===== config.mk =====
export PLATFORM = sky130hd
export DESIGN_NAME = ctp_gain
export DESIGN_NICKNAME = d
export VERILOG_FILES = /design/src/rtl/core/ctp_pkg.sv /design/src/rtl/core/ctp_gain.sv
export SDC_FILE = /design/constraint.sdc
export NUM_CORES = 1
export LEC_CHECK = 0
export BUFFER_PORTS_ARGS = -buffer_cell sky130_fd_sc_hd__buf_2
export CAP_MARGIN = 25
export CORE_MARGIN = 3
export CORE_UTILIZATION = 49
export DETAILED_ROUTE_END_ITERATION = 8
export MAX_ROUTING_LAYER = met4
export PLACE_DENSITY_LB_ADDON = 0.2
export SETUP_SLACK_MARGIN = 0.4
export SYNTH_ARGS = -nofsm -noshare
export SYNTH_HDL_FRONTEND = slang
export SYNTH_SLANG_ARGS = --single-unit

===== constraint.sdc =====
create_clock -name clk -period 4 [get_ports clk]
set_input_delay 0.2 -clock clk [delete_from_list [all_inputs] [get_ports clk]]
set_output_delay 0.2 -clock clk [all_outputs]
set_load 0.02 [all_outputs]

===== src/rtl/core/ctp_pkg.sv =====
// Shared constants, types and the arctangent table of the Cartesian-to-polar unit.
`default_nettype none

package ctp_pkg;

    // Default sizes handed to the top level.
    localparam int COORD_WIDTH_DEFAULT  = 16;
    localparam int CORDIC_STEPS_DEFAULT = 16;

    // Fixed formats of the datapath and of the result fields.
    localparam int FRAC_BITS   = 16;
    localparam int MAG_WIDTH   = 16;
    localparam int ANGLE_WIDTH = 16;
    localparam int ACC_WIDTH   = 32;
    localparam int GAIN_WIDTH  = 32;

    localparam logic [GAIN_WIDTH-1:0]  INV_GAIN           = 32'h9B74_EDA8;
    localparam logic [ACC_WIDTH-1:0]   HALF_TURN_ACC      = 32'h8000_0000;
    localparam logic [ACC_WIDTH-1:0]   ANGLE_ROUND        = 32'h0000_8000;
    localparam logic [ANGLE_WIDTH-1:0] ZERO_TURN          = 16'd0;
    localparam logic [ANGLE_WIDTH-1:0] QUARTER_TURN       = 16'd16384;
    localparam logic [ANGLE_WIDTH-1:0] THREE_QUARTER_TURN = 16'd49152;
    localparam logic [MAG_WIDTH-1:0]   MAG_MAX            = 16'hFFFF;

    // Side information that travels with each request through the pipeline.
    // A point on the y axis or the origin bypasses the rotations; its final
    // result is settled at the input and only selected at the output.
    typedef struct packed {
        logic                   bypass;
        logic                   defined;
        logic [MAG_WIDTH-1:0]   mag;
        logic [ANGLE_WIDTH-1:0] ang;
    } ctp_side_t;

    // Arctangent of 2^-idx in units of 2^-32 turn, rounded.
    function automatic logic [ACC_WIDTH-1:0] atan_turn(input logic [4:0] idx);
        logic [ACC_WIDTH-1:0] val;
        case (idx)
            5'd0:    val = 32'h2000_0000;
            5'd1:    val = 32'h12E4_051E;
            5'd2:    val = 32'h09FB_385B;
            5'd3:    val = 32'h0511_11D4;
            5'd4:    val = 32'h028B_0D43;
            5'd5:    val = 32'h0145_D7E1;
            5'd6:    val = 32'h00A2_F61E;
            5'd7:    val = 32'h0051_7C55;
            5'd8:    val = 32'h0028_BE53;
            5'd9:    val = 32'h0014_5F2F;
            5'd10:   val = 32'h000A_2F98;
            5'd11:   val = 32'h0005_17CC;
            5'd12:   val = 32'h0002_8BE6;
            5'd13:   val = 32'h0001_45F3;
            5'd14:   val = 32'h0000_A2FA;
            5'd15:   val = 32'h0000_517D;
            5'd16:   val = 32'h0000_28BE;
            5'd17:   val = 32'h0000_145F;
            5'd18:   val = 32'h0000_0A30;
            5'd19:   val = 32'h0000_0518;
            5'd20:   val = 32'h0000_028C;
            5'd21:   val = 32'h0000_0146;
            5'd22:   val = 32'h0000_00A3;
            5'd23:   val = 32'h0000_0051;
            5'd24:   val = 32'h0000_0029;
            5'd25:   val = 32'h0000_0014;
            5'd26:   val = 32'h0000_000A;
            5'd27:   val = 32'h0000_0005;
            5'd28:   val = 32'h0000_0003;
            5'd29:   val = 32'h0000_0001;
            5'd30:   val = 32'h0000_0001;
            default: val = 32'h0000_0000;
        endcase
        return val;
    endfunction

endpackage

`default_nettype wire


===== src/rtl/core/ctp_gain.sv =====
// Gain correction of the radius, angle rounding and the output register.
`default_nettype none

module ctp_gain
    import ctp_pkg::*;
#(
    parameter int DW = COORD_WIDTH_DEFAULT + FRAC_BITS + 3
)(
    input  wire logic                   clk,
    input  wire logic                   rst_n,
    input  wire logic                   prev_valid,
    output      logic                   prev_ready,
    input  wire logic signed [DW-1:0]   prev_x,
    input  wire logic [ACC_WIDTH-1:0]   prev_acc,
    input  wire ctp_side_t              prev_side,
    output      logic                   res_valid,
    input  wire logic                   res_ready,
    output      logic [MAG_WIDTH-1:0]   magnitude,
    output      logic [ANGLE_WIDTH-1:0] angle,
    output      logic                   angle_defined
);

    // The radius is split at bit 32 so that each multiplier operand stays at most 32 bits wide.
    localparam int GW = (DW > GAIN_WIDTH) ? DW : GAIN_WIDTH + 1;
    localparam int HW = GW - GAIN_WIDTH;
    localparam int QW = HW + GAIN_WIDTH + 1;

    logic [GW-1:0]              x_ext;
    logic [ACC_WIDTH-1:0]       acc_round;

    // First stage: the two partial products and the rounded angle.
    logic                       va_reg;
    logic [2*GAIN_WIDTH-1:0]    p_lo_reg;
    logic [HW+GAIN_WIDTH-1:0]   p_hi_reg;
    logic [ANGLE_WIDTH-1:0]     ang_a_reg;
    ctp_side_t                  side_a_reg;
    logic                       ready_a;

    // Second stage: the output register.
    logic                       vb_reg;
    logic [MAG_WIDTH-1:0]       mag_reg, mag_next;
    logic [ANGLE_WIDTH-1:0]     ang_reg, ang_next;
    logic                       def_reg;
    logic                       ready_b;

    logic [QW-1:0]              q;
    logic [QW-1:0]              q_round;
    logic [MAG_WIDTH-1:0]       mag_sat;

    assign x_ext     = GW'($unsigned(prev_x));
    assign acc_round = prev_acc + ANGLE_ROUND;

    assign ready_a    = !va_reg || ready_b;
    assign prev_ready = ready_a;

    always_ff @(posedge clk or negedge rst_n)
    begin
        if (!rst_n)
            va_reg <= 1'b0;
        else if (ready_a)
            va_reg <= prev_valid;
    end

    always_ff @(posedge clk)
    begin
        if (ready_a && prev_valid)
        begin
            p_lo_reg   <= x_ext[GAIN_WIDTH-1:0] * INV_GAIN;
            p_hi_reg   <= x_ext[GW-1:GAIN_WIDTH] * INV_GAIN;
            ang_a_reg  <= acc_round[ACC_WIDTH-1:ACC_WIDTH-ANGLE_WIDTH];
            side_a_reg <= prev_side;
        end
    end

    // Sum of the products, rounding to an integer and saturation.
    assign q       = QW'(p_hi_reg) + QW'(p_lo_reg[2*GAIN_WIDTH-1:GAIN_WIDTH]);
    assign q_round = q + QW'(1 << (FRAC_BITS - 1));
    assign mag_sat = (|q_round[QW-1:FRAC_BITS+MAG_WIDTH]) ? MAG_MAX
                                                          : q_round[FRAC_BITS+MAG_WIDTH-1:FRAC_BITS];

    // Points on the y axis and the origin take the result settled at the input.
    always_comb
    begin
        if (side_a_reg.bypass)
        begin
            mag_next = side_a_reg.mag;
            ang_next = side_a_reg.ang;
        end
        else
        begin
            mag_next = mag_sat;
            ang_next = ang_a_reg;
        end
    end

    assign ready_b = !vb_reg || res_ready;

    always_ff @(posedge clk or negedge rst_n)
    begin
        if (!rst_n)
            vb_reg <= 1'b0;
        else if (ready_b)
            vb_reg <= va_reg;
    end

    always_ff @(posedge clk)
    begin
        if (ready_b && va_reg)
        begin
            mag_reg <= mag_next;
            ang_reg <= ang_next;
            def_reg <= side_a_reg.defined;
        end
    end

    assign res_valid     = vb_reg;
    assign magnitude     = mag_reg;
    assign angle         = ang_reg;
    assign angle_defined = def_reg;

endmodule

`default_nettype wire


# After elaboration in Yosys (flattened, before gate mapping)

Cells that the tools add are included.
W data, S select, Z words.

Bits in registers: 178
Input port bits: 105
Output and inout port bits: 35
Logic and storage cells: 27

$add $sub $neg: 3
$mul: 2
Muxes and demuxes: 3
Reduce and logical (&&, ||, !) cells: 7

Operators by type and width:

| kind                     | number |
|---|---|
| $mul A32 B29 Y61 const B | 1 |
| $mux W16                 | 3 |
| $add A35 B32 Y36         | 1 |
| $add A36 B16 Y36 const B | 1 |
| $add A32 B16 Y32 const B | 1 |
| $mul A3 B29 Y32 const B  | 1 |
| $reduce_or A4 Y1         | 1 |
| $logic_and A1 B1 Y1      | 2 |
| $logic_not A1 Y1         | 2 |
| $logic_or A1 B1 Y1       | 2 |

# Logic depth before layout (Yosys ltp)

Word-level depth: 5
Depth in mapped cells: 26
Mapped depth without buffers: 26

# Worst setup path after synthesis

Ideal clock, no wire load.

Path kind: input to register
Start point: input prev_x[12]
End point: register p_lo_reg[62] (data pin)
Setup time: 258 ps
Arrival: 6589 ps
Data required time: 3742 ps
Slack: -2846 ps
Stages on the path: 26
Buffers on the path: 0
Cell sequence: inv_1 > fa_1 > fa_1 > inv_1 > fa_1 > inv_1 > fa_1 > inv_1 > fa_1 > fa_1 > fa_1 > inv_1 > fa_1 > inv_1 > ha_1 > a21oi_2 > o211ai_1 > a211o_1 > and4b_1 > a211oi_2 > o21ai_2 > a21oi_1 > or3_4 > a31o_4 > a21oi_2 > xnor2_1

Cells in the longest elaborated chain, start to end: 1

RTL lines:

| what                   | line           | RTL |
|---|---|---|
| start: declaration     | ctp_gain.sv:13 | `input wire logic signed [DW-1:0] prev_x,` |
| $mul A32 B29 Y61       | ctp_gain.sv:68 | `p_lo_reg <= x_ext[GAIN_WIDTH-1:0] * INV_GAIN;` |
| end signal: assignment | ctp_gain.sv:68 |  |
| end: declaration       | ctp_gain.sv:33 | `logic [2*GAIN_WIDTH-1:0] p_lo_reg;` |

No other way between the ends.
A chain may end at the register's enable or synchronous reset.

# Worst setup path in the final report

Start point: input prev_x[14]
End point: register p_lo_reg[62] (data pin)

The elaborated chain is that of the path after synthesis.

==> tab_implementation.tex <==
\begin{tabular}{lr}
\hline
Metric & Value \\
\hline
\multicolumn{2}{l}{\textbf{CTS}} \\
\quad Clk pin slew, worst setup/hold paths & 60 ps \\
\quad Clk Tree Root Cell & clkbuf\_16 \\
\quad Clock Sinks & 146 \\
\quad Clock latency of the later-clocked register in the worst-skew pair & 420 ps \\
\quad CTS tree & yes \\
\quad Htree depth & 4 \\
\quad Number of buffers on the longest clock path & 2 \\
\quad Clock buffers created by TritonCTS & 17 \\
\multicolumn{2}{l}{\textbf{Synthesis}} \\
\quad Synth area leader & fa\_1 \\
\quad Synth Register Bits & around 150 \\
\quad Share of flip-flops with an asynchronous set or reset after synthesis & roughly 1.4\% \\
\quad Post-synth net total & $\sim$3200 \\
\quad Share of the synthesized area in the top cell type & 37.4\% \\
\quad Cell count after synthesis & 2209 \\
\quad Number of distinct standard cells referenced by the synthesized netlist & 59 \\
\quad Syn Std Cell Area & $\sim$0.025 mm2 \\
\quad Number of synthesis warnings & 0 \\
\quad Number of synthesized flops with an enable pin & 144 \\
\quad Sequential element share of the synthesized area & 17.8\% \\
\quad Most used flip-flop cell after synthesis & edfxtp\_1 \\
\quad Leading post-synthesis cells by cell area & fa\_1 37\%, ha\_1 22\%, edfxtp\_1 18\% \\
\quad Syn avg cell area & 11.1 um2 \\
\multicolumn{2}{l}{\textbf{STA}} \\
\quad RSZ-0062 raised after global routing & true \\
\quad Count of final hold-check violations & 0 \\
\quad Highest attainable clock frequency & $\sim$150 MHz \\
\quad Least setup slack across all paths after layout & -2830 ps \\
\quad Final Skew & 9.56 ps \\
\quad Final period utilization & 171\% \\
\quad Least-Margin Pin Slew & 945 ps \\
\quad Number of failing setup endpoints in the final timing report & 29 \\
\quad Final number of max-transition violations & 0 \\
\quad Worst-case headroom to the max-slew limit & between 30\% and 40\% \\
\quad Post-layout min period & just under 7000 ps \\
\multicolumn{2}{l}{\textbf{Cells and area}} \\
\quad Final design instance area without fill & 0.0299 mm2 \\
\quad Utilization after layout & 60.8\% \\
\quad Relative area change from synthesis to final layout & 21.9\% \\
\quad Most common cell after layout, fill and taps aside & inv\_1 \\
\quad Fraction of final layout cells with drive strength greater than 1 & 21.8\% \\
\quad Number of flip-flops under the largest register name & 34 \\
\quad Leading cell types in the layout, fill and taps excluded & 707 x inv\_1, 450 x fa\_1, 413 x ha\_1 \\
\quad Number of nets in the finished design & 3693 \\
\quad Number of fill cells & 4228 \\
\multicolumn{2}{l}{\textbf{Worst setup path}} \\
\quad Startpoint of the worst register-to-register path & p\_lo\_reg[37] \\
\quad Setup crit start kind & input port \\
\quad Most Frequent Cell on Critical Path & fa\_1 \\
\quad Critical path arrival & 6990 ps \\
\quad Worst path required time & 4170 ps \\
\quad Crit-path max FO & 4 \\
\quad CP peak stage delay & 560 ps \\
\quad Crit Path Class & in2reg \\
\quad Highest-delay cell along the critical path & fa\_1 \\
\quad R2R cell count & 13 \\
\quad Crit. End Element & register \\
\quad Crit. Startpoint & prev\_x[14] \\
\multicolumn{2}{l}{\textbf{Routing}} \\
\quad Via count & roughly 17000 \\
\quad Drt pass-1 iters & 5 \\
\quad Starting DRC count in detailed routing & 780 \\
\quad Drt via density & 4.88 \\
\quad Final Routed Wirelength & 63.0 mm \\
\quad Number of DRC violations after detailed routing & 0 \\
\quad Detail Route Antenna Nets & 0 \\
\quad Wire length per cell & roughly 19 um \\
\multicolumn{2}{l}{\textbf{Global route}} \\
\quad Number of global-route vias before repair & 18400 \\
\quad Combined global-route utilization of all metal layers & roughly a quarter \\
\quad Remaining global-route overflow & 0 \\
\quad Pin count of the biggest net entering global routing & between 60 and 70 \\
\quad Number of antenna violations at the first check in global routing & 1 \\
\quad First-pass GRT wire length & 101 mm \\
\multicolumn{2}{l}{\textbf{Place}} \\
\quad Routability cong. & 1.01 \\
\quad Port Buffer Count & 124 \\
\quad Placement Cell Area & 0.0284 mm2 \\
\quad Hpwl dp & 56.4 mm \\
\quad Worst Setup Slack post-DPL & -3410 ps \\
\multicolumn{2}{l}{\textbf{Worst hold path}} \\
\quad Min-delay src & res\_ready \\
\quad Type of the most critical hold path & in2reg \\
\quad Number of cells traversed by the worst hold path & 3 \\
\multicolumn{2}{l}{\textbf{Floorplanning}} \\
\quad Area of the die & 0.0528 mm2 \\
\quad Die boundary height & approximately 230 um \\
\quad Standard-cell rows & 81 \\
\quad Effective utilization at floorplan & 49.9\% \\
\quad Placeable core region & 0.0493 mm2 \\
\quad Count of pins on the block boundary & 140 \\
\quad Die X-Extent & $\sim$230 um \\
\multicolumn{2}{l}{\textbf{Outcome}} \\
\quad Run status & finished with violations \\
\quad Violations in the final reports & setup timing \\
\multicolumn{2}{l}{\textbf{Job}} \\
\quad Max-cap violations & 0 \\
\hline
\end{tabular}
[routing by layer]
layer  vias to the layer above  global-route usage [%]  wire [um]
li1                       7843                       -          -
met3                        77                    3.88       2650
met4                         0                    5.79       1530
met1                      8263                    34.3      28100
met5                         -                       -          0
met2                       318                    41.7      30700
[layout make-up]
type,instances,area [um2],area share [%]
Clock buffer,20,437,1.46
Clock inverter,12,115,0.385
Inverter,726,2750,9.18
Timing Repair Buffer,490,3580,12.0
Sequential cell,146,4370,14.6
Antenna cell,1,2.50,0.00836
Tap cell,664,831,2.78
Multi-Input combinational cell,1325,17800,59.6
[Yosys cell counts (all sizes together), types with 2 or more instances]
master / n
a211o: 2
a211oi: 4
a21boi: 3
a21o: 34
a21oi: 76
a221oi: 2
a31o: 2
a31oi: 9
and2: 3
and3: 11
buf: 4
clkbuf: 8
dfrtp: 2
edfxtp: 144
fa: 459
ha: 423
inv: 726
mux2: 16
nand2: 28
nand2b: 7
nand3: 29
nand3b: 2
nand4: 10
nor2: 31
nor2b: 21
nor3: 8
o211ai: 3
o21a: 6
o21ai: 26
o21bai: 9
o31ai: 2
or2: 4
xnor2: 56
xor2: 21
[path summary, 6_finish.rpt]
| path | to | slack, ps |
|---|---|---|
| worst max register to register | magnitude[11] | 660 |
| worst min register to register | angle_defined | 440 |
| min in group asynchronous | va_reg | 110 |
| worst min-delay path | res_valid | 90 |
| max in group asynchronous | res_valid | 3800 |
| worst max-delay path | p_lo_reg[62] | -2830 |
[critical path, delay by kind of cell]
family	cells	cell delay, ps
compound gates	6	1110
xor+xnor	1	80
fa+ha+maj	9	3990
buf+inv	6	710
simple gates	3	880
[metrics by stage]
step | TNS, ps | hold slack [ps] | std cells
2_1_floorplan | -68630 | -95.6 | 2209
3_3_place_gp | -87010 | -15.6 | 3300
5_1_grt | -79920 | 81.8 | 3384
3_5_place_dp | -89730 | -15.1 | 3300
4_1_cts | -75360 | 59.9 | 3375
6_report | -74550 | 94.8 | 3384
[cell families after synthesis]
group,Yosys count,synth area share (%)
AO/OA/AOI/OAI,191,5.13
buffers and inverters,738,11.3
adder cells (fa/ha/maj),882,59.0
XOR/XNOR,77,2.75
multiplexers,16,0.734
flip-flops,146,17.8
AND/OR/NAND/NOR,159,3.32
[repair_timing]
item / in CTS / in global routing
hold endpoints to repair: 37 / 0
resized for setup: 53 / 54
setup buffers: 7 / 8
hold buffers: 36 / 0
setup endpoints to repair: 34 / 34
cloned: 0 / 0
pin swaps: 27 / 20
Power is left out: the tool's default activity adds up to more than one toggle a clock period on the data nets, which glitch-free logic cannot reach.
