$ cat config.mk
export PLATFORM = sky130hd
export DESIGN_NAME = ctp_prep
export DESIGN_NICKNAME = d
export VERILOG_FILES = /design/src/rtl/core/ctp_pkg.sv /design/src/rtl/core/ctp_prep.sv
export SDC_FILE = /design/constraint.sdc
export NUM_CORES = 1
export LEC_CHECK = 0
export ABC_AREA = 0
export BUFFER_PORTS_ARGS = -buffer_cell sky130_fd_sc_hd__buf_2
export CAP_MARGIN = 20
export CORE_MARGIN = 2
export CORE_UTILIZATION = 45
export CTS_BUF_LIST = sky130_fd_sc_hd__clkbuf_8
export DETAILED_ROUTE_END_ITERATION = 7
export GPL_ROUTABILITY_DRIVEN = 1
export PLACE_DENSITY = 0.76
export RECOVER_POWER = 25
export SKIP_CTS_REPAIR_TIMING = 1
export SLEW_MARGIN = 40
export SYNTH_ARGS = -nofsm -noshare
export SYNTH_HDL_FRONTEND = slang
export SYNTH_SLANG_ARGS = --single-unit
export TNS_END_PERCENT = 50
$ cat constraint.sdc
create_clock -name clk -period 2.9 [get_ports clk]
set_input_delay 0.145 -clock clk [delete_from_list [all_inputs] [get_ports clk]]
set_output_delay 0.145 -clock clk [all_outputs]
set_load 0.02 [all_outputs]
$ cat src/rtl/core/ctp_pkg.sv
// Shared constants, types and the arctangent table of the Cartesian-to-polar unit.
`default_nettype none

package ctp_pkg;

    // Default sizes handed to the top level.
    localparam int COORD_WIDTH_DEFAULT  = 16;
    localparam int CORDIC_STEPS_DEFAULT = 16;

    // Fixed formats of the datapath and of the result fields.
    localparam int FRAC_BITS   = 16;
    localparam int MAG_WIDTH   = 16;
    localparam int ANGLE_WIDTH = 16;
    localparam int ACC_WIDTH   = 32;
    localparam int GAIN_WIDTH  = 32;

    localparam logic [GAIN_WIDTH-1:0]  INV_GAIN           = 32'h9B74_EDA8;
    localparam logic [ACC_WIDTH-1:0]   HALF_TURN_ACC      = 32'h8000_0000;
    localparam logic [ACC_WIDTH-1:0]   ANGLE_ROUND        = 32'h0000_8000;
    localparam logic [ANGLE_WIDTH-1:0] ZERO_TURN          = 16'd0;
    localparam logic [ANGLE_WIDTH-1:0] QUARTER_TURN       = 16'd16384;
    localparam logic [ANGLE_WIDTH-1:0] THREE_QUARTER_TURN = 16'd49152;
    localparam logic [MAG_WIDTH-1:0]   MAG_MAX            = 16'hFFFF;

    // Side information that travels with each request through the pipeline.
    // A point on the y axis or the origin bypasses the rotations; its final
    // result is settled at the input and only selected at the output.
    typedef struct packed {
        logic                   bypass;
        logic                   defined;
        logic [MAG_WIDTH-1:0]   mag;
        logic [ANGLE_WIDTH-1:0] ang;
    } ctp_side_t;

    // Arctangent of 2^-idx in units of 2^-32 turn, rounded.
    function automatic logic [ACC_WIDTH-1:0] atan_turn(input logic [4:0] idx);
        logic [ACC_WIDTH-1:0] val;
        case (idx)
            5'd0:    val = 32'h2000_0000;
            5'd1:    val = 32'h12E4_051E;
            5'd2:    val = 32'h09FB_385B;
            5'd3:    val = 32'h0511_11D4;
            5'd4:    val = 32'h028B_0D43;
            5'd5:    val = 32'h0145_D7E1;
            5'd6:    val = 32'h00A2_F61E;
            5'd7:    val = 32'h0051_7C55;
            5'd8:    val = 32'h0028_BE53;
            5'd9:    val = 32'h0014_5F2F;
            5'd10:   val = 32'h000A_2F98;
            5'd11:   val = 32'h0005_17CC;
            5'd12:   val = 32'h0002_8BE6;
            5'd13:   val = 32'h0001_45F3;
            5'd14:   val = 32'h0000_A2FA;
            5'd15:   val = 32'h0000_517D;
            5'd16:   val = 32'h0000_28BE;
            5'd17:   val = 32'h0000_145F;
            5'd18:   val = 32'h0000_0A30;
            5'd19:   val = 32'h0000_0518;
            5'd20:   val = 32'h0000_028C;
            5'd21:   val = 32'h0000_0146;
            5'd22:   val = 32'h0000_00A3;
            5'd23:   val = 32'h0000_0051;
            5'd24:   val = 32'h0000_0029;
            5'd25:   val = 32'h0000_0014;
            5'd26:   val = 32'h0000_000A;
            5'd27:   val = 32'h0000_0005;
            5'd28:   val = 32'h0000_0003;
            5'd29:   val = 32'h0000_0001;
            5'd30:   val = 32'h0000_0001;
            default: val = 32'h0000_0000;
        endcase
        return val;
    endfunction

endpackage

`default_nettype wire

$ cat src/rtl/core/ctp_prep.sv
// Input stage: axis and origin detection, half-turn pre-rotation and scaling.
`default_nettype none

module ctp_prep
    import ctp_pkg::*;
#(
    parameter int COORD_WIDTH = COORD_WIDTH_DEFAULT,
    parameter int DW          = COORD_WIDTH + FRAC_BITS + 3
)(
    input  wire logic                   clk,
    input  wire logic                   rst_n,
    input  wire logic                   pt_valid,
    output      logic                   pt_ready,
    input  wire logic [COORD_WIDTH-1:0] coord_x,
    input  wire logic [COORD_WIDTH-1:0] coord_y,
    output      logic                   st_valid,
    input  wire logic                   st_ready,
    output      logic signed [DW-1:0]   st_x,
    output      logic signed [DW-1:0]   st_y,
    output      logic [ACC_WIDTH-1:0]   st_acc,
    output      ctp_side_t              st_side
);

    logic                 valid_reg;
    logic signed [DW-1:0] x_reg, x_next;
    logic signed [DW-1:0] y_reg, y_next;
    logic [ACC_WIDTH-1:0] acc_reg, acc_next;
    ctp_side_t            side_reg, side_next;

    logic signed [DW-1:0] xs;
    logic signed [DW-1:0] ys;
    logic signed [DW-1:0] abs_y;
    logic                 x_zero;
    logic                 y_zero;

    assign xs     = DW'($signed(coord_x));
    assign ys     = DW'($signed(coord_y));
    assign x_zero = (coord_x == '0);
    assign y_zero = (coord_y == '0);
    assign abs_y  = ys[DW-1] ? -ys : ys;

    // Turn left-half-plane points by half a turn, then move to the fraction format.
    always_comb
    begin
        if (xs[DW-1])
        begin
            x_next   = (-xs) <<< FRAC_BITS;
            y_next   = (-ys) <<< FRAC_BITS;
            acc_next = HALF_TURN_ACC;
        end
        else
        begin
            x_next   = xs <<< FRAC_BITS;
            y_next   = ys <<< FRAC_BITS;
            acc_next = '0;
        end
    end

    // Result of a point on the y axis or the origin, settled here.
    always_comb
    begin
        side_next.bypass  = x_zero;
        side_next.defined = !(x_zero && y_zero);
        if ($unsigned(abs_y) > DW'(MAG_MAX))
            side_next.mag = MAG_MAX;
        else
            side_next.mag = abs_y[MAG_WIDTH-1:0];
        if (y_zero)
            side_next.ang = ZERO_TURN;
        else if (ys[DW-1])
            side_next.ang = THREE_QUARTER_TURN;
        else
            side_next.ang = QUARTER_TURN;
    end

    // The stage takes a new request whenever it is empty or drains this cycle.
    assign pt_ready = !valid_reg || st_ready;

    always_ff @(posedge clk or negedge rst_n)
    begin
        if (!rst_n)
            valid_reg <= 1'b0;
        else if (pt_ready)
            valid_reg <= pt_valid;
    end

    always_ff @(posedge clk)
    begin
        if (pt_ready && pt_valid)
        begin
            x_reg    <= x_next;
            y_reg    <= y_next;
            acc_reg  <= acc_next;
            side_reg <= side_next;
        end
    end

    assign st_valid = valid_reg;
    assign st_x     = x_reg;
    assign st_y     = y_reg;
    assign st_acc   = acc_reg;
    assign st_side  = side_reg;

endmodule

`default_nettype wire

=== Yosys cells after proc, flatten, opt, wreduce, memory -nomap -nowiden ===
Index checks and enable logic that the tools add are counted.

* Flip-flop bits (word level): 137
* Bits of input ports: 36
* Output and inout bits: 138
* Word-level logic and storage cells: 24

* $add $sub $neg: 2
* Magnitude comparators: 1
* Mux-type cells: 5
* Reduce and logical (&&, ||, !) cells: 7

{| class="wikitable"
|+ Operators with widths
! kind !! count
|-
| 2-to-1 mux 35 bit || 2
|-
| greater-than comparator 35 x 16 -> 1 bit (second input constant) || 1
|-
| negator 16 -> 35 bit || 1
|-
| logical NOT 16 bit || 2
|-
| 2-to-1 mux 32 bit || 1
|-
| 2-to-1 mux 31 bit || 1
|-
| negator 16 -> 19 bit || 1
|-
| 2-to-1 mux 16 bit || 1
|-
| logical AND 1 bit || 2
|-
| logical NOT 1 bit || 2
|-
| logical OR 1 bit || 1
|}

=== Logic depth before layout (Yosys ltp) ===
Gate-level depths: netlist (run 1).

* Depth in word-level cells: 3
* Depth in mapped cells: 12

=== Worst setup path before layout (run 1) ===
Ideal clock, no wire load.

* Kind: flip-flop to flip-flop
* From: register valid_reg (netlist: st_valid)
* To: register acc_reg[31] (netlist: st_acc[31]), enable pin
* Setup time: 0.423 ns
* Data arrival time: 2.139 ns
* Required time: 2.477 ns
* Slack: 0.338 ns
* Stages on the path, launching flop included: 3
* Path buffers: 0
* Period minus slack after synthesis: 2.562 ns
* Path through: dfrtp_1 > nand2b_1 > and2_1

* Cells in the longest elaborated chain, start to end: 3

{| class="wikitable"
|+ Ends and longest elaborated chain
! element !! RTL line !! RTL
|-
| start: declaration || ctp_prep.sv:24 || <nowiki>logic valid_reg;</nowiki>
|-
| start signal: assignment || ctp_prep.sv:84 || <nowiki>valid_reg <= pt_valid;</nowiki>
|-
| logical NOT 1 bit || ctp_prep.sv:77 || <nowiki>assign pt_ready = !valid_reg || st_ready;</nowiki>
|-
| logical OR 1 bit || ctp_prep.sv:77 ||
|-
| via pt_ready || ctp_prep.sv:13 || <nowiki>output logic pt_ready,</nowiki>
|-
| logical AND 1 bit || ctp_prep.sv:89 || <nowiki>if (pt_ready && pt_valid)</nowiki>
|-
| end signal: assignment || ctp_prep.sv:93 || <nowiki>acc_reg <= acc_next;</nowiki>
|-
| end: declaration || ctp_prep.sv:27 || <nowiki>logic [ACC_WIDTH-1:0] acc_reg, acc_next;</nowiki>
|}

The timed path passes the listed nets, and every way through them passes these cells.
A chain may end at the register's enable or synchronous reset.

=== Final worst setup path (run 1) ===
* From: input port coord_y[0]
* To: register side_reg, in the netlist st_side[29], data pin

* Cells in the longest elaborated chain, start to end: 3

{| class="wikitable"
|+ Ends and longest elaborated chain
! element !! RTL line !! RTL
|-
| start: declaration || ctp_prep.sv:15 || <nowiki>input wire logic [COORD_WIDTH-1:0] coord_y,</nowiki>
|-
| negator 16 -> 35 bit || n/a ||
|-
| 2-to-1 mux 35 bit (*) || ctp_prep.sv:40 || <nowiki>assign abs_y = ys[DW-1] ? -ys : ys;</nowiki>
|-
| greater-than comparator 35 x 16 -> 1 bit || ctp_prep.sv:64 || <nowiki>if ($unsigned(abs_y) > DW'(MAG_MAX))</nowiki>
|-
| end signal: assignment || ctp_prep.sv:94 || <nowiki>side_reg <= side_next;</nowiki>
|-
| end: declaration || ctp_prep.sv:28 || <nowiki>ctp_side_t side_reg, side_next;</nowiki>
|}

Every way passes the cells marked *; elsewhere a longest branch is shown, timed or not.

==> flow_metrics.env, run 1 <==
export IMPL_dieArea_sq_um=8460
export IMPL_startpoint_type="input port"
export IMPL_fin_skew_ps=4.34
export IMPL_fin_nets=458
export IMPL_die_h_um=92.0
export IMPL_hold_viol_final=0
export IMPL_layout_setup_ws_ps=444
export IMPL_power_density_nw_per_um2=567
export IMPL_worst_slew_pin_slew_ps=1530
export IMPL_num_vias=2406
export IMPL_netlist_area_sq_um=3480
export IMPL_crit_fanout=9
export IMPL_power_leakage_uw=0.00166
export IMPL_min_period_ps=2460
export IMPL_endpoint_kind="register"
export IMPL_ys_ff_latch=60
export IMPL_multi_input_area_sq_um=1330
export IMPL_crit_type="input port to register"
export IMPL_slowest_stage="or4b_1"
export IMPL_clk_pin_slew_worst_paths_ps=70
export IMPL_syn_inst=311
export IMPL_yosys_top_cells_count="buf_4, edfxtp_1, nand2_1, xnor2_1, o21ai_0"
export IMPL_drc=0
export IMPL_hp_class="input port to register"
export IMPL_crit_path_max_incr_delay_ps=470
export IMPL_io_pins=174
export IMPL_clock_latency_ps=340
export IMPL_cts_sinks=60
export IMPL_seq_area_sq_um=1800
export IMPL_dpl_worst_slack_ps=242
export IMPL_finalSetupTns_ps=0
export IMPL_finalCritPeriodShare_pct=84.7
export IMPL_synth_warnings=0
export IMPL_coreArea_sq_um=7610
export IMPL_drtIter0Drc=121
export IMPL_place_area_sq_um=3800
export IMPL_drive_above_1_share_pct=21.0
export IMPL_antenna_found_initial=0
export IMPL_rsz0062_at_grt="no"
export IMPL_clock_tree_root_cell="clkbuf_8"
export IMPL_via_per_inst=4.62
export IMPL_async_flop_share_pct=1.67
export IMPL_synth_most_common_cell="buf_4"
export IMPL_grt_use_total_pct=15.9
export IMPL_synth_edf_count=59
export IMPL_syn_to_final_growth_pct=14.3
export IMPL_drtPass1Iterations=4
export IMPL_htreeDepth=3
export IMPL_synth_top_cell_area_share_pct=50.9
export IMPL_cts_made_buffers=9
export IMPL_violations="max-capacitance violations, max-slew violations"
export IMPL_wire_per_inst_um=13.1
export IMPL_slew_violations=40
export IMPL_dpl_hpwl_um=4900
export IMPL_yosysUniqueCellTypes=35
export IMPL_grt_pass1_wl_um=10300
export IMPL_num_rows=32
export IMPL_cp_top_family="simple AND/OR/NAND/NOR gates"
export IMPL_max_clock_path_buffers=2
export IMPL_drtAntennaViolNets=0
export IMPL_yosysTopAreaCell="edfxtp_1"
export IMPL_crit_chain="clkbuf_1, inv_1, ha_1, or4b_1, or2_2, nor3_1, ha_1, o21ai_0, and2_1, o2111a_1, a21oi_1"
export IMPL_start_util_pct=45.8
export IMPL_dieWidth_um=92.0
export IMPL_grtUsageMet1_pct=19.2
export IMPL_drv_cap=1
export IMPL_antenna_cells=0
export IMPL_irDropWorstVdd_uv=273
export IMPL_wl_um=6850
export IMPL_worstPathArrival_ps=2650
export IMPL_ys_flop_type="edfxtp_1"
export IMPL_avgSynthCellArea_sq_um=11.2
export IMPL_grt_ovfl_total=0
export IMPL_dp_cells=504
export IMPL_gp_congestion=0.869
export IMPL_final_cell_area_sq_um=3980
export IMPL_relSlewSlack_pct=-1.71
export IMPL_grt_pass1_vias=2114
export IMPL_crit_top_cell="ha_1"
export IMPL_io_buffers=96
export IMPL_fillerInstances=668
export IMPL_status="finished with violations"
export IMPL_yosysSeqAreaShare_pct=51.6
export IMPL_finalNonFillerCells=521
export IMPL_fmax_ghz=0.407
export IMPL_finalSetupViolCount=0
export IMPL_use_met2_pct=26.8
export IMPL_top_usage_layer="met2"
export IMPL_use_met3_pct=4.93
export IMPL_path_buf_inv=2
export IMPL_crit_required_ps=3090
export IMPL_grt_start_max_net_pins=40
export IMPL_cts_tree="built"
export IMPL_synthTopCellsByArea="edfxtp_1, buf_4, xnor2_1"
## final timing paths
kind,slack (ps),start,depth (start not counted),endpoint
min in group asynchronous,110,rst_n,2,st_valid
worst min register to register,550,st_valid,2,st_valid
worst max register to register,1140,st_valid,3,st_y[31]
max in group asynchronous,2710,rst_n,2,st_valid
worst min-delay path,30,pt_valid,2,st_valid
worst max-delay path,440,coord_y[0],11,st_side[29]
## registers in the layout, indices dropped and copies added (netlist names)
name and flops:
st_x 19, st_side 20, st_y 19, st_acc 1
st_valid 1
## layout make-up
class / instances / area share [%]
clock inverter: 7 / 2.26
clock buffer: 9 / 3.11
multi-input combinational: 234 / 33.3
timing repair buffer: 103 / 12.4
inverter: 6 / 0.566
tap: 102 / 3.21
sequential: 60 / 45.1
## per-stage QoR
step,hold slack (ps),utilization [%],total power [uW]
after floorplan,-151,-,1420
after CTS,-438,52.7,2280
final,27.3,52.3,2250
after detailed placement,-79.2,49.9,1460
after global routing,37.6,52.3,2350
after global placement,-80.6,49.9,1460
## cells in the final DEF (no fill, tap or decap), types with 2 or more instances in the layout
cell type / count
a21oi_1: 6
o41ai_1: 4
conb_1: 80
buf_2: 62
nor2_1: 7
or4_1: 5
o31ai_1: 8
ha_1: 8
bufinv_16: 2
clkinv_2: 2
and3_1: 2
buf_4: 6
nand2b_1: 6
or2_2: 2
nor3_1: 5
nor4_1: 2
clkbuf_1: 34
edfxtp_1: 59
or3_1: 6
clkbuf_8: 9
xnor2_1: 30
nand2_1: 30
inv_1: 6
o21ai_0: 15
xor2_1: 6
## power breakdown
group	total, uW	switching, uW	internal (uW)	leakage (uW)
Clock	811	331	480	0.000107
Combinational	401	295	105	0.000983
Sequential	1040	14.0	1030	0.000570
## logic make-up (layout without fill, tap and decap cells)
family,count (synthesis),after routing,share of synthesized area (%)
other,1,80,0.108
adders and majority gates,8,8,2.87
and+or+nand+nor,72,72,10.6
AOI/OAI and AO/OA,38,38,6.86
xor gates and xnor gates,36,36,9.05
DFF,60,60,51.6
buffers and inverters,96,125,18.9
## layer usage
layer	wire [um]	share of wire [%]	vias to the layer above
met1	2670	39	1100
met4	132	1.9	0
li1	-	-	1134
met2	3340	49	160
met5	0	0	-
met3	709	10	12
No activity file was read; power rests on OpenSTA's default activity.
==> inputs of run 2 (changes only) <==
clock period = 2.5 ns   (was 2.9 ns; I/O delays follow)
==> run 2 against run 1 <==
Effect of this change: the run still ends with max-capacitance violations, max-slew violations left; worst setup slack lost 140 ps; via count is 2.8% lower; global-route usage decreased by 1.1 points; clock-buffer cell count did not move; critical path type unchanged; largest cell class unchanged.
==> flow_metrics.env, run 2 (same netlist as run 1, synthesis figures left out) <==
export IMPL_status="finished with violations"
export IMPL_violations="max-capacitance violations, max-slew violations"
export IMPL_num_rows=32
export IMPL_clock_latency_ps=340
export IMPL_finalSetupTns_ps=0
export IMPL_final_cell_area_sq_um=4050
export IMPL_finalSetupViolCount=0
export IMPL_wl_um=6540
export IMPL_crit_fanout=7
export IMPL_hold_viol_final=0
export IMPL_clk_pin_slew_worst_paths_ps=60
export IMPL_dieArea_sq_um=8460
export IMPL_min_path_cells=1
export IMPL_via_per_inst=4.44
export IMPL_gp_congestion=0.818
export IMPL_fin_nets=463
export IMPL_clock_tree_root_cell="clkbuf_8"
export IMPL_coreArea_sq_um=7610
export IMPL_power_switching_uw=745
export IMPL_place_area_sq_um=3850
export IMPL_dpl_hpwl_um=4600
export IMPL_grt_start_max_net_pins=60
export IMPL_io_buffers=96
export IMPL_irDropWorstVdd_uv=269
export IMPL_power_total_uw=2630
export IMPL_r2r_end="st_side[29]"
export IMPL_rsz0062_at_grt="no"
export IMPL_grt_ovfl_total=0
export IMPL_drtPass1Iterations=4
export IMPL_power_leakage_uw=0.00170
export IMPL_reg2reg_from="st_valid"
export IMPL_worst_slew_pin_slew_ps=1580
export IMPL_crit_chain="buf_2, inv_1, ha_1, or4b_1, or2_2, nor3_1, ha_1, o21ai_0, and2_1, o2111a_1, a21oi_1"
export IMPL_crit_required_ps=2680
export IMPL_grt_pass1_wl_um=9710
export IMPL_min_from="coord_x[0]"
export IMPL_antenna_found_initial=0
export IMPL_crit_path_max_incr_delay_ps=460
export IMPL_final_cell_mix="conb_1, buf_2, edfxtp_1"
export IMPL_power_density_nw_per_um2=649
export IMPL_start_util_pct=45.8
export IMPL_slowest_stage="or4b_1"
export IMPL_drc=0
export IMPL_comb_power_share_pct=17.8
export IMPL_hp_class="input port to register"
export IMPL_antenna_cells=0
export IMPL_io_pins=174
export IMPL_drtAntennaViolNets=0
export IMPL_cp_top_family="simple AND/OR/NAND/NOR gates"
export IMPL_max_clock_path_buffers=2
export IMPL_htreeDepth=3
export IMPL_syn_to_final_growth_pct=16.3
export IMPL_reg2reg_depth=3
export IMPL_drive_above_1_share_pct=22.2
export IMPL_startpoint_type="input port"
export IMPL_grt_use_total_pct=14.8
export IMPL_drtIter0Drc=139
export IMPL_fin_skew_ps=6.06
export IMPL_finalCritPeriodShare_pct=88.0
export IMPL_switching_share_pct=28.3
export IMPL_cts_made_buffers=9
export IMPL_wire_per_inst_um=12.4
export IMPL_cts_sinks=60
export IMPL_crit_top_cell="ha_1"
export IMPL_slew_violations=40
export IMPL_worstPathArrival_ps=2380
export IMPL_crit_type="input port to register"
export IMPL_seqPwrFrac_pct=45.9
export IMPL_intPower_uw=1890
export IMPL_layout_commonest_cell="conb_1"
export IMPL_fmax_ghz=0.455
export IMPL_r2r_slack_ps=1190
export IMPL_largest_register_ffs=20
export IMPL_endpoint_kind="register"
export IMPL_die_h_um=92.0
export IMPL_dieWidth_um=92.0
export IMPL_path_buf_inv=2
export IMPL_num_vias=2338
export IMPL_drv_cap=1
export IMPL_min_period_ps=2200
export IMPL_relSlewSlack_pct=-5.23
export IMPL_hold_end="st_x[16]"
export IMPL_cts_tree="built"
export IMPL_fillerInstances=662
export IMPL_pwr_share_clk_pct=36.3
export IMPL_grt_pass1_vias=2014
run 2: metal layers:
| metal | GRT usage, % | vias to the layer above | wire length, um | part of all wire (%) |
|---|---|---|---|---|
| met1 | 18.2 | 1060 | 2660 | 41 |
| met4 | 6.47 | 0 | 78 | 1.2 |
| met5 | 0 | - | 0 | 0 |
| li1 | - | 1140 | - | - |
| met3 | 3.86 | 10 | 607 | 9.3 |
| met2 | 24.8 | 128 | 3200 | 49 |
run 2: cell type report:
type	instances	area, sq um	share of cell area (%)
sequential	60	1800	44.3
timing repair buffer	108	557	13.7
multi-input combinational	234	1330	32.7
inverter	6	22.5	0.556
clock buffer	9	124	3.06
tap	102	128	3.15
clock inverter	7	98.8	2.44
run 2: how the worst max path moves through the flow:
stage	from	endpoint	cells past startpoint
detailed placement	coord_y[1]	st_side[29]	11
global placement	coord_y[1]	st_side[29]	11
CTS	coord_y[1]	st_side[29]	11
global route	coord_y[1]	st_side[17]	11
finish	coord_y[1]	st_side[29]	11
floorplan	coord_y[1]	st_side[18]	12
run 2: power by group through the flow:
stage / clock network (uW) / logic (uW) / registers, uW
finish: 956 / 468 / 1210
CTS: 986 / 474 / 1210
global route: 1020 / 505 / 1210
detailed placement: 0 / 471 / 1230
floorplan: 0 / 333 / 1320
global placement: 0 / 464 / 1230
run 2: through the flow:
stage	utilization (%)	hold slack, ps	setup WS, ps	cells
after floorplan	-	-171	95.0	390
after global placement	50.7	-99.8	77.7	508
after detailed placement	50.7	-98.3	-2.81	508
after CTS	53.6	-461	306	524
after global routing	53.3	82.1	92.6	526
final	53.3	69.9	300	526
