<file path="config.mk">
export PLATFORM = sky130hd
export DESIGN_NAME = ctp_cordic_stage
export DESIGN_NICKNAME = d
export VERILOG_FILES = /design/src/rtl/core/ctp_pkg.sv /design/src/rtl/core/ctp_cordic_stage.sv
export SDC_FILE = /design/constraint.sdc
export NUM_CORES = 1
export LEC_CHECK = 0
export ABC_AREA = 1
export BUFFER_PORTS_ARGS = -buffer_cell sky130_fd_sc_hd__buf_2
export CORE_AREA = 3 3 177 179
export DETAILED_ROUTE_END_ITERATION = 8
export DIE_AREA = 0 0 180 182
export SYNTH_ARGS = -nofsm -noshare
export SYNTH_HDL_FRONTEND = slang
export SYNTH_SLANG_ARGS = --single-unit
</file>
<file path="constraint.sdc">
create_clock -name clk -period 13.6 [get_ports clk]
set_clock_uncertainty 0.2 [all_clocks]
set_input_delay 2.72 -clock clk [delete_from_list [all_inputs] [get_ports clk]]
set_output_delay 2.72 -clock clk [all_outputs]
set_load 0.005 [all_outputs]
</file>
<file path="src/rtl/core/ctp_pkg.sv">
// Shared constants, types and the arctangent table of the Cartesian-to-polar unit.
`default_nettype none

package ctp_pkg;

    // Default sizes handed to the top level.
    localparam int COORD_WIDTH_DEFAULT  = 16;
    localparam int CORDIC_STEPS_DEFAULT = 16;

    // Fixed formats of the datapath and of the result fields.
    localparam int FRAC_BITS   = 16;
    localparam int MAG_WIDTH   = 16;
    localparam int ANGLE_WIDTH = 16;
    localparam int ACC_WIDTH   = 32;
    localparam int GAIN_WIDTH  = 32;

    localparam logic [GAIN_WIDTH-1:0]  INV_GAIN           = 32'h9B74_EDA8;
    localparam logic [ACC_WIDTH-1:0]   HALF_TURN_ACC      = 32'h8000_0000;
    localparam logic [ACC_WIDTH-1:0]   ANGLE_ROUND        = 32'h0000_8000;
    localparam logic [ANGLE_WIDTH-1:0] ZERO_TURN          = 16'd0;
    localparam logic [ANGLE_WIDTH-1:0] QUARTER_TURN       = 16'd16384;
    localparam logic [ANGLE_WIDTH-1:0] THREE_QUARTER_TURN = 16'd49152;
    localparam logic [MAG_WIDTH-1:0]   MAG_MAX            = 16'hFFFF;

    // Side information that travels with each request through the pipeline.
    // A point on the y axis or the origin bypasses the rotations; its final
    // result is settled at the input and only selected at the output.
    typedef struct packed {
        logic                   bypass;
        logic                   defined;
        logic [MAG_WIDTH-1:0]   mag;
        logic [ANGLE_WIDTH-1:0] ang;
    } ctp_side_t;

    // Arctangent of 2^-idx in units of 2^-32 turn, rounded.
    function automatic logic [ACC_WIDTH-1:0] atan_turn(input logic [4:0] idx);
        logic [ACC_WIDTH-1:0] val;
        case (idx)
            5'd0:    val = 32'h2000_0000;
            5'd1:    val = 32'h12E4_051E;
            5'd2:    val = 32'h09FB_385B;
            5'd3:    val = 32'h0511_11D4;
            5'd4:    val = 32'h028B_0D43;
            5'd5:    val = 32'h0145_D7E1;
            5'd6:    val = 32'h00A2_F61E;
            5'd7:    val = 32'h0051_7C55;
            5'd8:    val = 32'h0028_BE53;
            5'd9:    val = 32'h0014_5F2F;
            5'd10:   val = 32'h000A_2F98;
            5'd11:   val = 32'h0005_17CC;
            5'd12:   val = 32'h0002_8BE6;
            5'd13:   val = 32'h0001_45F3;
            5'd14:   val = 32'h0000_A2FA;
            5'd15:   val = 32'h0000_517D;
            5'd16:   val = 32'h0000_28BE;
            5'd17:   val = 32'h0000_145F;
            5'd18:   val = 32'h0000_0A30;
            5'd19:   val = 32'h0000_0518;
            5'd20:   val = 32'h0000_028C;
            5'd21:   val = 32'h0000_0146;
            5'd22:   val = 32'h0000_00A3;
            5'd23:   val = 32'h0000_0051;
            5'd24:   val = 32'h0000_0029;
            5'd25:   val = 32'h0000_0014;
            5'd26:   val = 32'h0000_000A;
            5'd27:   val = 32'h0000_0005;
            5'd28:   val = 32'h0000_0003;
            5'd29:   val = 32'h0000_0001;
            5'd30:   val = 32'h0000_0001;
            default: val = 32'h0000_0000;
        endcase
        return val;
    endfunction

endpackage

`default_nettype wire

</file>
<file path="src/rtl/core/ctp_cordic_stage.sv">
// One registered CORDIC vectoring micro-rotation.
`default_nettype none

module ctp_cordic_stage
    import ctp_pkg::*;
#(
    parameter int DW   = COORD_WIDTH_DEFAULT + FRAC_BITS + 3,
    parameter int STEP = 0
)(
    input  wire logic                 clk,
    input  wire logic                 rst_n,
    input  wire logic                 prev_valid,
    output      logic                 prev_ready,
    input  wire logic signed [DW-1:0] prev_x,
    input  wire logic signed [DW-1:0] prev_y,
    input  wire logic [ACC_WIDTH-1:0] prev_acc,
    input  wire ctp_side_t            prev_side,
    output      logic                 next_valid,
    input  wire logic                 next_ready,
    output      logic signed [DW-1:0] next_x,
    output      logic signed [DW-1:0] next_y,
    output      logic [ACC_WIDTH-1:0] next_acc,
    output      ctp_side_t            next_side
);

    localparam logic [ACC_WIDTH-1:0] ATAN_STEP = atan_turn(5'(STEP));

    logic                 valid_reg;
    logic signed [DW-1:0] x_reg, x_next;
    logic signed [DW-1:0] y_reg, y_next;
    logic [ACC_WIDTH-1:0] acc_reg, acc_next;
    ctp_side_t            side_reg;

    logic signed [DW-1:0] dx;
    logic signed [DW-1:0] dy;

    // Floor shifts of the two coordinates.
    assign dx = prev_y >>> STEP;
    assign dy = prev_x >>> STEP;

    // Rotate toward the x axis; the sign of y picks the direction.
    always_comb
    begin
        if (!prev_y[DW-1])
        begin
            x_next   = prev_x + dx;
            y_next   = prev_y - dy;
            acc_next = prev_acc + ATAN_STEP;
        end
        else
        begin
            x_next   = prev_x - dx;
            y_next   = prev_y + dy;
            acc_next = prev_acc - ATAN_STEP;
        end
    end

    assign prev_ready = !valid_reg || next_ready;

    always_ff @(posedge clk or negedge rst_n)
    begin
        if (!rst_n)
            valid_reg <= 1'b0;
        else if (prev_ready)
            valid_reg <= prev_valid;
    end

    always_ff @(posedge clk)
    begin
        if (prev_ready && prev_valid)
        begin
            x_reg    <= x_next;
            y_reg    <= y_next;
            acc_reg  <= acc_next;
            side_reg <= prev_side;
        end
    end

    assign next_valid = valid_reg;
    assign next_x     = x_reg;
    assign next_y     = y_reg;
    assign next_acc   = acc_reg;
    assign next_side  = side_reg;

endmodule

`default_nettype wire

</file>
-- After elaboration in Yosys (flattened, before gate mapping)
Cells that the tools add are included.
- bits of input ports: 140
- flip-flop bits (word level): 137
- logic and storage cells: 19
- output and inout bits: 138
- muxes and demuxes: 3
- reductions and logical operators: 3
- add/sub/neg operators: 5
- operators by type and width (kind ; number):
    two-way mux 35 bit ; 2
    subtractor 35 bit ; 2
    adder 35 bit ; 1
    adder 32 x 30 -> 32 bit (second input constant) ; 1
    two-way mux 32 bit ; 1
    subtractor 32 x 30 -> 32 bit (second input constant) ; 1
    logical AND 1 bit ; 1
    zero test 1 bit ; 1
    logical OR 1 bit ; 1

-- Longest topological paths before layout
Gate-level depths: netlist of the first run.
- depth after elaboration: 3
- gate-level depth with buffers: 17
- gate-level depth less buffers: 16

-- Worst setup path after synthesis of the first run
No wires, ideal clock.
- kind: input -> register
- from: in prev_valid
- to: reg acc_reg[0] (netlist: next_acc[0]), enable pin
- setup slack: 3.467 ns
- stages on the path: 2
- setup time: 0.674 ns
- required time: 12.726 ns
- buffers on the path: 0
- arrival: 9.259 ns
- cells stage by stage: inv_1 a21oi_1
- longest elaborated chain between the ends: 1
- RTL lines (element ; line ; RTL):
    start: declaration ; ctp_cordic_stage.sv:12 ; input wire logic prev_valid,
    logical AND 1 bit ; ctp_cordic_stage.sv:70 ; if (prev_ready && prev_valid)
    end signal: assignment ; ctp_cordic_stage.sv:74 ; acc_reg <= acc_next;
    end: declaration ; ctp_cordic_stage.sv:31 ; logic [ACC_WIDTH-1:0] acc_reg, acc_next;
No other way between the ends.
A chain may end at the register's enable or synchronous reset.

-- Worst setup path after layout of the first run
- from: in next_ready
- to: out prev_ready
- longest elaborated chain between the ends: 1
- RTL lines (element ; line ; RTL):
    start: declaration ; ctp_cordic_stage.sv:19 ; input wire logic next_ready,
    logical OR 1 bit ; ctp_cordic_stage.sv:58 ; assign prev_ready = !valid_reg || next_ready;
    end: declaration ; ctp_cordic_stage.sv:13 ; output logic prev_ready,
No other way between the ends.

==> run_results.csv, run 1 <==
group,metric,value,unit
die,ios,278,
layout,antenna-diode-count,0,
route,viasPerCell,5.16,
placed_design,finalWeightedCongestion,0.989,
power,power.density_cell_area,101,nW/um^2
timing,worst-slew-pin-transition,1.00,ns
die,die-area,32800,um^2
timing,max_freq,0.165,GHz
grt,grt_pass1_vias,11600,
logic_synthesis,synth_enable_flop_cells,135,
logic_synthesis,synth_area,11900,um^2
layout,fill_cells,3086,
critical_path,path_cells,"buf_2 -> inv_1 -> nand2_1 -> buf_2",
layout,fin_nets,2193,
logic_synthesis,mappedNetlistNets,1941,
timing,min_period,6.07,ns
critical_path,cp_slowest_cell,"sky130_fd_sc_hd__buf_2",
timing,max_slew_violation_count,0,
timing,timing.max_slew.rel_slack,0.330,
clocking,cts-root-buf,"sky130_fd_sc_hd__clkbuf_16",
placed_design,port_buffers,277,
timing,setup-tns-final,0,ns
grt,globalRouteTotalUtil,0.259,
layout,final_util,0.476,
logic_synthesis,average_cell_area_after_synthesis,7.05,um^2
placed_design,hpwl,36100,um
clocking,post_cts.resized_instances,0,
layout,mostFrequentLayoutCell,"sky130_fd_sc_hd__nand2_1",
layout,final_layout_size_suffix_gt1_frac,0.177,
critical_path,required_time_of_the_worst_setup_path,10.68,ns
critical_path,critical_path_arrival,3.15,ns
grt,globalRouteOverflowTotal,0,
timing,final_hold_viol_count,0,
clocking,cts-buffers-inserted,17,
power,power.leakage,7.25,nW
clocking,post_cts_buffers,0,
clocking,clock_tree.buffer_depth,2,
layout,most-common-layout-cells,"sky130_fd_sc_hd__nand2_1 (506), sky130_fd_sc_hd__inv_1 (277), sky130_fd_sc_hd__buf_2 (277), sky130_fd_sc_hd__nand3_1 (154), sky130_fd_sc_hd__edfxtp_1 (135)",
logic_synthesis,synth_cell_types,45,
die,floorplan.initialDensity,0.402,
grt,global_route_wire_length_before_repair,65800,um
logic_synthesis,yosys_register_bits,136,
die,core-area,29700,um^2
logic_synthesis,synth-main-ff-cell,"sky130_fd_sc_hd__edfxtp_1",
grt,antenna_found_initial,0,
clocking,worst_skew_pair.late_latency,0.42,ns
clocking,post_cts_hold_buffer_count,0,
die,dieHeight,182,um
timing,grt_setup_unrepaired,"no",
timing,whs,0.415,ns
layout,area.sequential,4080,um^2
critical_path,critical_path_peak_fanout,2,
clocking,cts_tree,"yes",
route,detail_route.wl_per_cell,18.4,um
route,antenna_viol_nets_final,0,
critical_path,worstSetupPathType,"input port to primary output",
grt,pin_count_of_the_biggest_net_entering_global_routing,82,
die,floorplan.die.width,180,um
die,number_of_placement_rows,63,
logic_synthesis,synthesis.yosys.warnings,0,
clocking,clk_transition_reported_paths,0.06,ns
route,final_wl,43300,um
worst_hold_path,hp_class,"flop to flop",
route,via_count,12100,
timing,timing.final.setup_violations,0,
route,detailedRoute.firstPassIterationCount,6,
critical_path,peak_per_stage_delay_on_the_critical_path,0.13,ns
critical_path,endpoint_kind,"primary output",
run_status,run_status,"finished, final reports clean",
logic_synthesis,synth_seq_area_share,0.341,
layout,multi_input_area,6530,um^2
route,drtIter0Drc,851,
timing,min_period_over_period,0.446,
logic_synthesis,post_synth_inst_count,1695,
power,peakVddDrop,0.0000853,V
clocking,tritoncts_num_sinks,136,
flow_run,maxCapViolations,0,
critical_path,critical_path.most_common_cell,"sky130_fd_sc_hd__buf_2",
layout,area_growth_syn_to_layout,18.3,%
route,drcViolationCount,0,
critical_path,startpoint_kind_of_the_worst_setup_timing_path,"input port",
logic_synthesis,postSynth.asyncResetShare,0.00735,
clocking,htree_levels,4,
-- worst max-delay path, delay by kind of cell --
| family | cells | cell delay, ns |
|---|---|---|
| buffers and inverters | 3 | 0.33 |
| AND/OR/NAND/NOR | 1 | 0.09 |
-- flip-flops by register name, summed over array words and instances, names as in the netlist --
signal      cells
next_acc       32
next_side      34
next_valid      1
next_x         34
next_y         35
-- worst paths after layout --
path                       cells past startpoint  startpoint  slack, ns             to
max in group asynchronous                      1       rst_n      11.25     next_valid
min reg2reg                                    2  next_valid       0.41     next_valid
min in group asynchronous                      1       rst_n       1.86     next_valid
min                                            2  next_valid       0.41     next_valid
max                                            4  next_ready       7.53     prev_ready
max reg2reg                                    3  next_valid      10.88  next_side[15]
-- report_power, final --
part | total, mW | internal, mW | leakage, nW | switching [mW]
Sequential | 0.515 | 0.508 | 1.30 | 0.00793
Clock | 0.467 | 0.272 | 0.271 | 0.195
Combinational | 0.450 | 0.143 | 5.68 | 0.306
Total | 1.43 | 0.923 | 7.25 | 0.509
-- area by class of cell --
class / count / area share
Multi-Input combinational cell: 1232 / 0.462
Sequential cell: 136 / 0.289
Timing Repair Buffer: 281 / 0.100
Inverter: 279 / 0.0741
Tap cell: 390 / 0.0345
Clock buffer: 19 / 0.0306
Clock inverter: 13 / 0.0102
-- cells by family after synthesis --
family / Yosys count / synth area share
AO/OA/AOI/OAI: 247 / 0.112
XOR/XNOR: 30 / 0.0220
adder cells (fa/ha/maj): 106 / 0.114
buffers and inverters: 327 / 0.113
flip-flops: 136 / 0.341
multiplexers: 1 / 0.000838
AND/OR/NAND/NOR: 848 / 0.298
-- metal layers --
layer / vias up / share of wire / global-route usage
li1: 5959 / - / -
met1: 5586 / 0.46 / 0.363
met2: 521 / 0.45 / 0.424
met3: 52 / 0.066 / 0.0296
met4: 0 / 0.023 / 0.0730
met5: - / 0 / 0
-- Yosys cell counts (3+ instances only) --
cell	instances	share of area
sky130_fd_sc_hd__and2_1	5	0.0026
sky130_fd_sc_hd__or2_2	4	0.0021
sky130_fd_sc_hd__clkbuf_1	8	0.0025
sky130_fd_sc_hd__nand4_1	19	0.0099
sky130_fd_sc_hd__o22ai_1	4	0.0021
sky130_fd_sc_hd__o21a_1	3	0.0019
sky130_fd_sc_hd__ha_1	102	0.11
sky130_fd_sc_hd__buf_4	26	0.016
sky130_fd_sc_hd__o21ai_0	80	0.034
sky130_fd_sc_hd__fa_1	4	0.0067
sky130_fd_sc_hd__inv_1	278	0.087
sky130_fd_sc_hd__o21ai_1	7	0.0029
sky130_fd_sc_hd__o21bai_1	19	0.012
sky130_fd_sc_hd__nand2_1	506	0.16
sky130_fd_sc_hd__nand3_1	154	0.065
sky130_fd_sc_hd__nor2_2	14	0.0073
sky130_fd_sc_hd__buf_2	8	0.0034
sky130_fd_sc_hd__a21oi_1	122	0.051
sky130_fd_sc_hd__nor3_1	8	0.0034
sky130_fd_sc_hd__nor2_1	120	0.038
sky130_fd_sc_hd__edfxtp_1	135	0.34
sky130_fd_sc_hd__buf_1	4	0.0013
sky130_fd_sc_hd__nand2_2	7	0.0037
sky130_fd_sc_hd__xor2_1	28	0.021
sky130_fd_sc_hd__a21o_1	3	0.0019
-- through the flow --
| stage | cells | cell area (um^2) | total power [mW] | worst slack, ns |
|---|---|---|---|---|
| 5_1_grt | 2350 | 14100 | 1.52 | 7.51 |
| 3_3_place_gp | 2318 | 13600 | 0.964 | 7.56 |
| 3_5_place_dp | 2318 | 13600 | 0.967 | 7.54 |
| 4_1_cts | 2350 | 14100 | 1.44 | 7.54 |
| 2_1_floorplan | 1695 | 11900 | 0.807 | 3.47 |
| 6_report | 2350 | 14100 | 1.43 | 7.53 |
Note: power is estimated with default switching activity, not from simulation.
==> inputs of run 2 (changes only) <==
- ABC_AREA: 1 -> 0
- CORE_AREA: 3 3 177 179 -> 3 3 166 168
- DIE_AREA: 0 0 180 182 -> 0 0 169 171
- clock period: 13.6 -> 6.05 ns (I/O delays scaled with it)
==> run_results.csv, run 2 <==
group,metric,value,unit
run_status,run_status,"finished, final reports clean",
route,drcViolationCount,0,
critical_path,required_time_of_the_worst_setup_path,6.01,ns
flow_run,maxCapViolations,0,
clocking,post_cts_hold_buffer_count,0,
layout,largest_register_ffs,35,
logic_synthesis,netlist.top_cell.by_area,"sky130_fd_sc_hd__edfxtp_1",
power,peakVddDrop,0.000183,V
route,drtIter0Drc,962,
timing,timing.max_slew.rel_slack,0.318,
clocking,worst_skew_pair.late_latency,0.42,ns
timing,min_period_over_period,0.673,
placed_design,hpwl,29000,um
logic_synthesis,yosys_register_bits,136,
critical_path,worstSetupPathType,"input port to flop",
power,pwr-share-clk,0.333,
route,via_count,9627,
power,power.net_switching,1.05,mW
placed_design,placed_cells,1679,
power,total_power,3.13,mW
critical_path,critical_path_arrival,4.03,ns
power,pwr-share-comb,0.289,
clocking,post_cts.resized_instances,0,
grt,grt_pass1_vias,9169,
grt,globalRouteOverflowTotal,0,
logic_synthesis,yosys.area.top_type_share,0.386,
grt,global_route_wire_length_before_repair,54000,um
placed_design,port_buffers,277,
layout,most-common-layout-cells,"sky130_fd_sc_hd__buf_2 (277), sky130_fd_sc_hd__edfxtp_1 (135), sky130_fd_sc_hd__inv_1 (109), sky130_fd_sc_hd__a21oi_1 (104), sky130_fd_sc_hd__ha_1 (102)",
clocking,htree_levels,4,
clocking,cts-buffers-inserted,17,
logic_synthesis,synth_area,10500,um^2
timing,worst-slew-pin-transition,1.02,ns
clocking,tritoncts_num_sinks,136,
grt,pin_count_of_the_biggest_net_entering_global_routing,90,
critical_path,critical_path_peak_fanout,4,
timing,whs,0.354,ns
die,number_of_placement_rows,59,
logic_synthesis,synth_seq_area_share,0.389,
route,viasPerCell,5.62,
placed_design,finalWeightedCongestion,0.972,
die,core-area,26100,um^2
clocking,clock_tree.buffer_depth,2,
power,switching_share,0.337,
clocking,cts-root-buf,"sky130_fd_sc_hd__clkbuf_16",
power,internal_power,2.08,mW
layout,layoutNonFillerInstCount,1713,
layout,area_growth_syn_to_layout,21.0,%
critical_path,startpoint_kind_of_the_worst_setup_timing_path,"input port",
logic_synthesis,synth.most_common_cell,"sky130_fd_sc_hd__edfxtp_1",
timing,max_freq,0.246,GHz
logic_synthesis,mappedNetlistNets,1361,
logic_synthesis,synth_enable_flop_cells,135,
logic_synthesis,synth_cell_types,79,
layout,final_layout_size_suffix_gt1_frac,0.247,
route,antenna_viol_nets_final,0,
die,floorplan.die.width,169,um
timing,final_hold_viol_count,0,
layout,mostFrequentLayoutCell,"sky130_fd_sc_hd__buf_2",
logic_synthesis,postSynth.asyncResetShare,0.00735,
grt,antenna_found_initial,4,
clocking,clk_transition_reported_paths,0.07,ns
die,dieHeight,171,um
clocking,cts_tree,"yes",
route,detail_route.wl_per_cell,21.1,um
timing,timing.final.setup_violations,0,
timing,grt_setup_unrepaired,"no",
timing,setup-tns-final,0,ns
timing,max_slew_violation_count,0,
logic_synthesis,synth_common_cells,"sky130_fd_sc_hd__edfxtp_1 (135), sky130_fd_sc_hd__inv_1 (109), sky130_fd_sc_hd__a21oi_1 (104)",
power,power.leakage,5.52,nW
timing,min_period,4.07,ns
clocking,post_cts_buffers,0,
logic_synthesis,leading_post_synthesis_cells_by_cell_area,"sky130_fd_sc_hd__edfxtp_1 (39%), sky130_fd_sc_hd__ha_1 (12%), sky130_fd_sc_hd__a21oi_1 (5.0%)",
power,seqPwrFrac,0.378,
logic_synthesis,average_cell_area_after_synthesis,9.41,um^2
logic_synthesis,synthesis.yosys.warnings,0,
die,die-area,28900,um^2
worst_hold_path,hp_class,"input port to asynchronous set/reset pin",
route,detailedRoute.firstPassIterationCount,5,
die,ios,278,
layout,fin_nets,1609,
critical_path,endpoint_kind,"flop",
logic_synthesis,post_synth_inst_count,1115,
power,power.density_cell_area,247,nW/um^2
route,final_wl,36200,um
die,floorplan.initialDensity,0.403,
logic_synthesis,synth-main-ff-cell,"sky130_fd_sc_hd__edfxtp_1",
grt,globalRouteTotalUtil,0.242,
run 2: cell count changes in the layout (fill, tap and decap cells not counted), sizes merged, moves of 16 or more:
cell    before  now
nand2      514   55
inv        283  118
nand3      155   20
xnor2        2   59
nor2       134   79
nor3         9   33
nand2b       0   21
xor2        28    8
a21oi      124  105
a21o         3   19
o211ai       2   18
run 2: routing by layer:
| layer | GRT usage | wire [um] | up-vias |
|---|---|---|---|
| met5 | 0 | 10 | - |
| met4 | 0.0748 | 744 | 2 |
| met3 | 0.0446 | 3320 | 53 |
| met2 | 0.398 | 16900 | 496 |
| met1 | 0.326 | 15300 | 4528 |
| li1 | - | - | 4548 |
run 2: through the flow:
stage                util  cell area, um^2  setup WS (ns)
floorplan               -            10500          0.861
global placement    0.464            12100           1.66
detailed placement  0.464            12100           1.63
CTS                 0.487            12700           2.07
global route        0.487            12700           1.84
finish              0.487            12700           1.98
run 2: power by group through the flow:
stage	Combinational, mW	Clock, mW	Sequential, mW
after floorplan	0.542	0	1.21
after global placement	0.887	0	1.20
after detailed placement	0.889	0	1.21
after CTS	0.893	1.07	1.19
after global routing	0.985	1.10	1.19
final	0.904	1.04	1.18
run 2: area by class of cell:
class	count	area, um^2
Tap cell	335	419
Antenna cell	2	5.00
Clock buffer	17	425
Multi-Input combinational cell	816	5770
Timing Repair Buffer	280	1410
Fill cell	2544	13400
Inverter	112	420
Sequential cell	136	4080
Clock inverter	15	159
run 2: worst max-delay path, cell delays in order:
cell and delay, ns:
sky130_fd_sc_hd__buf_2 0.11, sky130_fd_sc_hd__inv_1 0.04, sky130_fd_sc_hd__ha_1 0.22, sky130_fd_sc_hd__fa_1 0.38
sky130_fd_sc_hd__nand2b_1 0.18, sky130_fd_sc_hd__a21oi_1 0.33, sky130_fd_sc_hd__o21ai_0 0.36, sky130_fd_sc_hd__o21a_1 0.30
sky130_fd_sc_hd__o21ai_1 0.36, sky130_fd_sc_hd__a31oi_1 0.14, sky130_fd_sc_hd__o2bb2ai_1 0.29, sky130_fd_sc_hd__xnor2_1 0.11
run 2: worst paths after layout:
kind / slack (ns) / startpoint / cells past startpoint / endpoint
min in group clk: 0.40 / next_valid / 2 / next_valid
worst min register to register: 0.40 / next_valid / 2 / next_valid
worst max register to register: 3.51 / next_valid / 3 / next_side[4]
max in group asynchronous: 5.21 / rst_n / 1 / next_valid
worst max-delay path: 1.98 / prev_x[0] / 12 / next_x[32]
worst min-delay path: 0.35 / rst_n / 1 / next_valid
run 2: cells by family (layout without fill, tap and decap cells):
family                   Yosys count  in the layout  share of synthesized area
buffers and inverters            163            424                     0.0612
other                              0              2                          0
AND/OR/NAND/NOR                  267            267                      0.125
XOR/XNOR                          67             67                     0.0559
adder cells (fa/ha/maj)          106            106                      0.129
multiplexers                      10             10                    0.00954
flip-flops                       136            136                      0.389
AO/OA/AOI/OAI                    366            366                      0.231
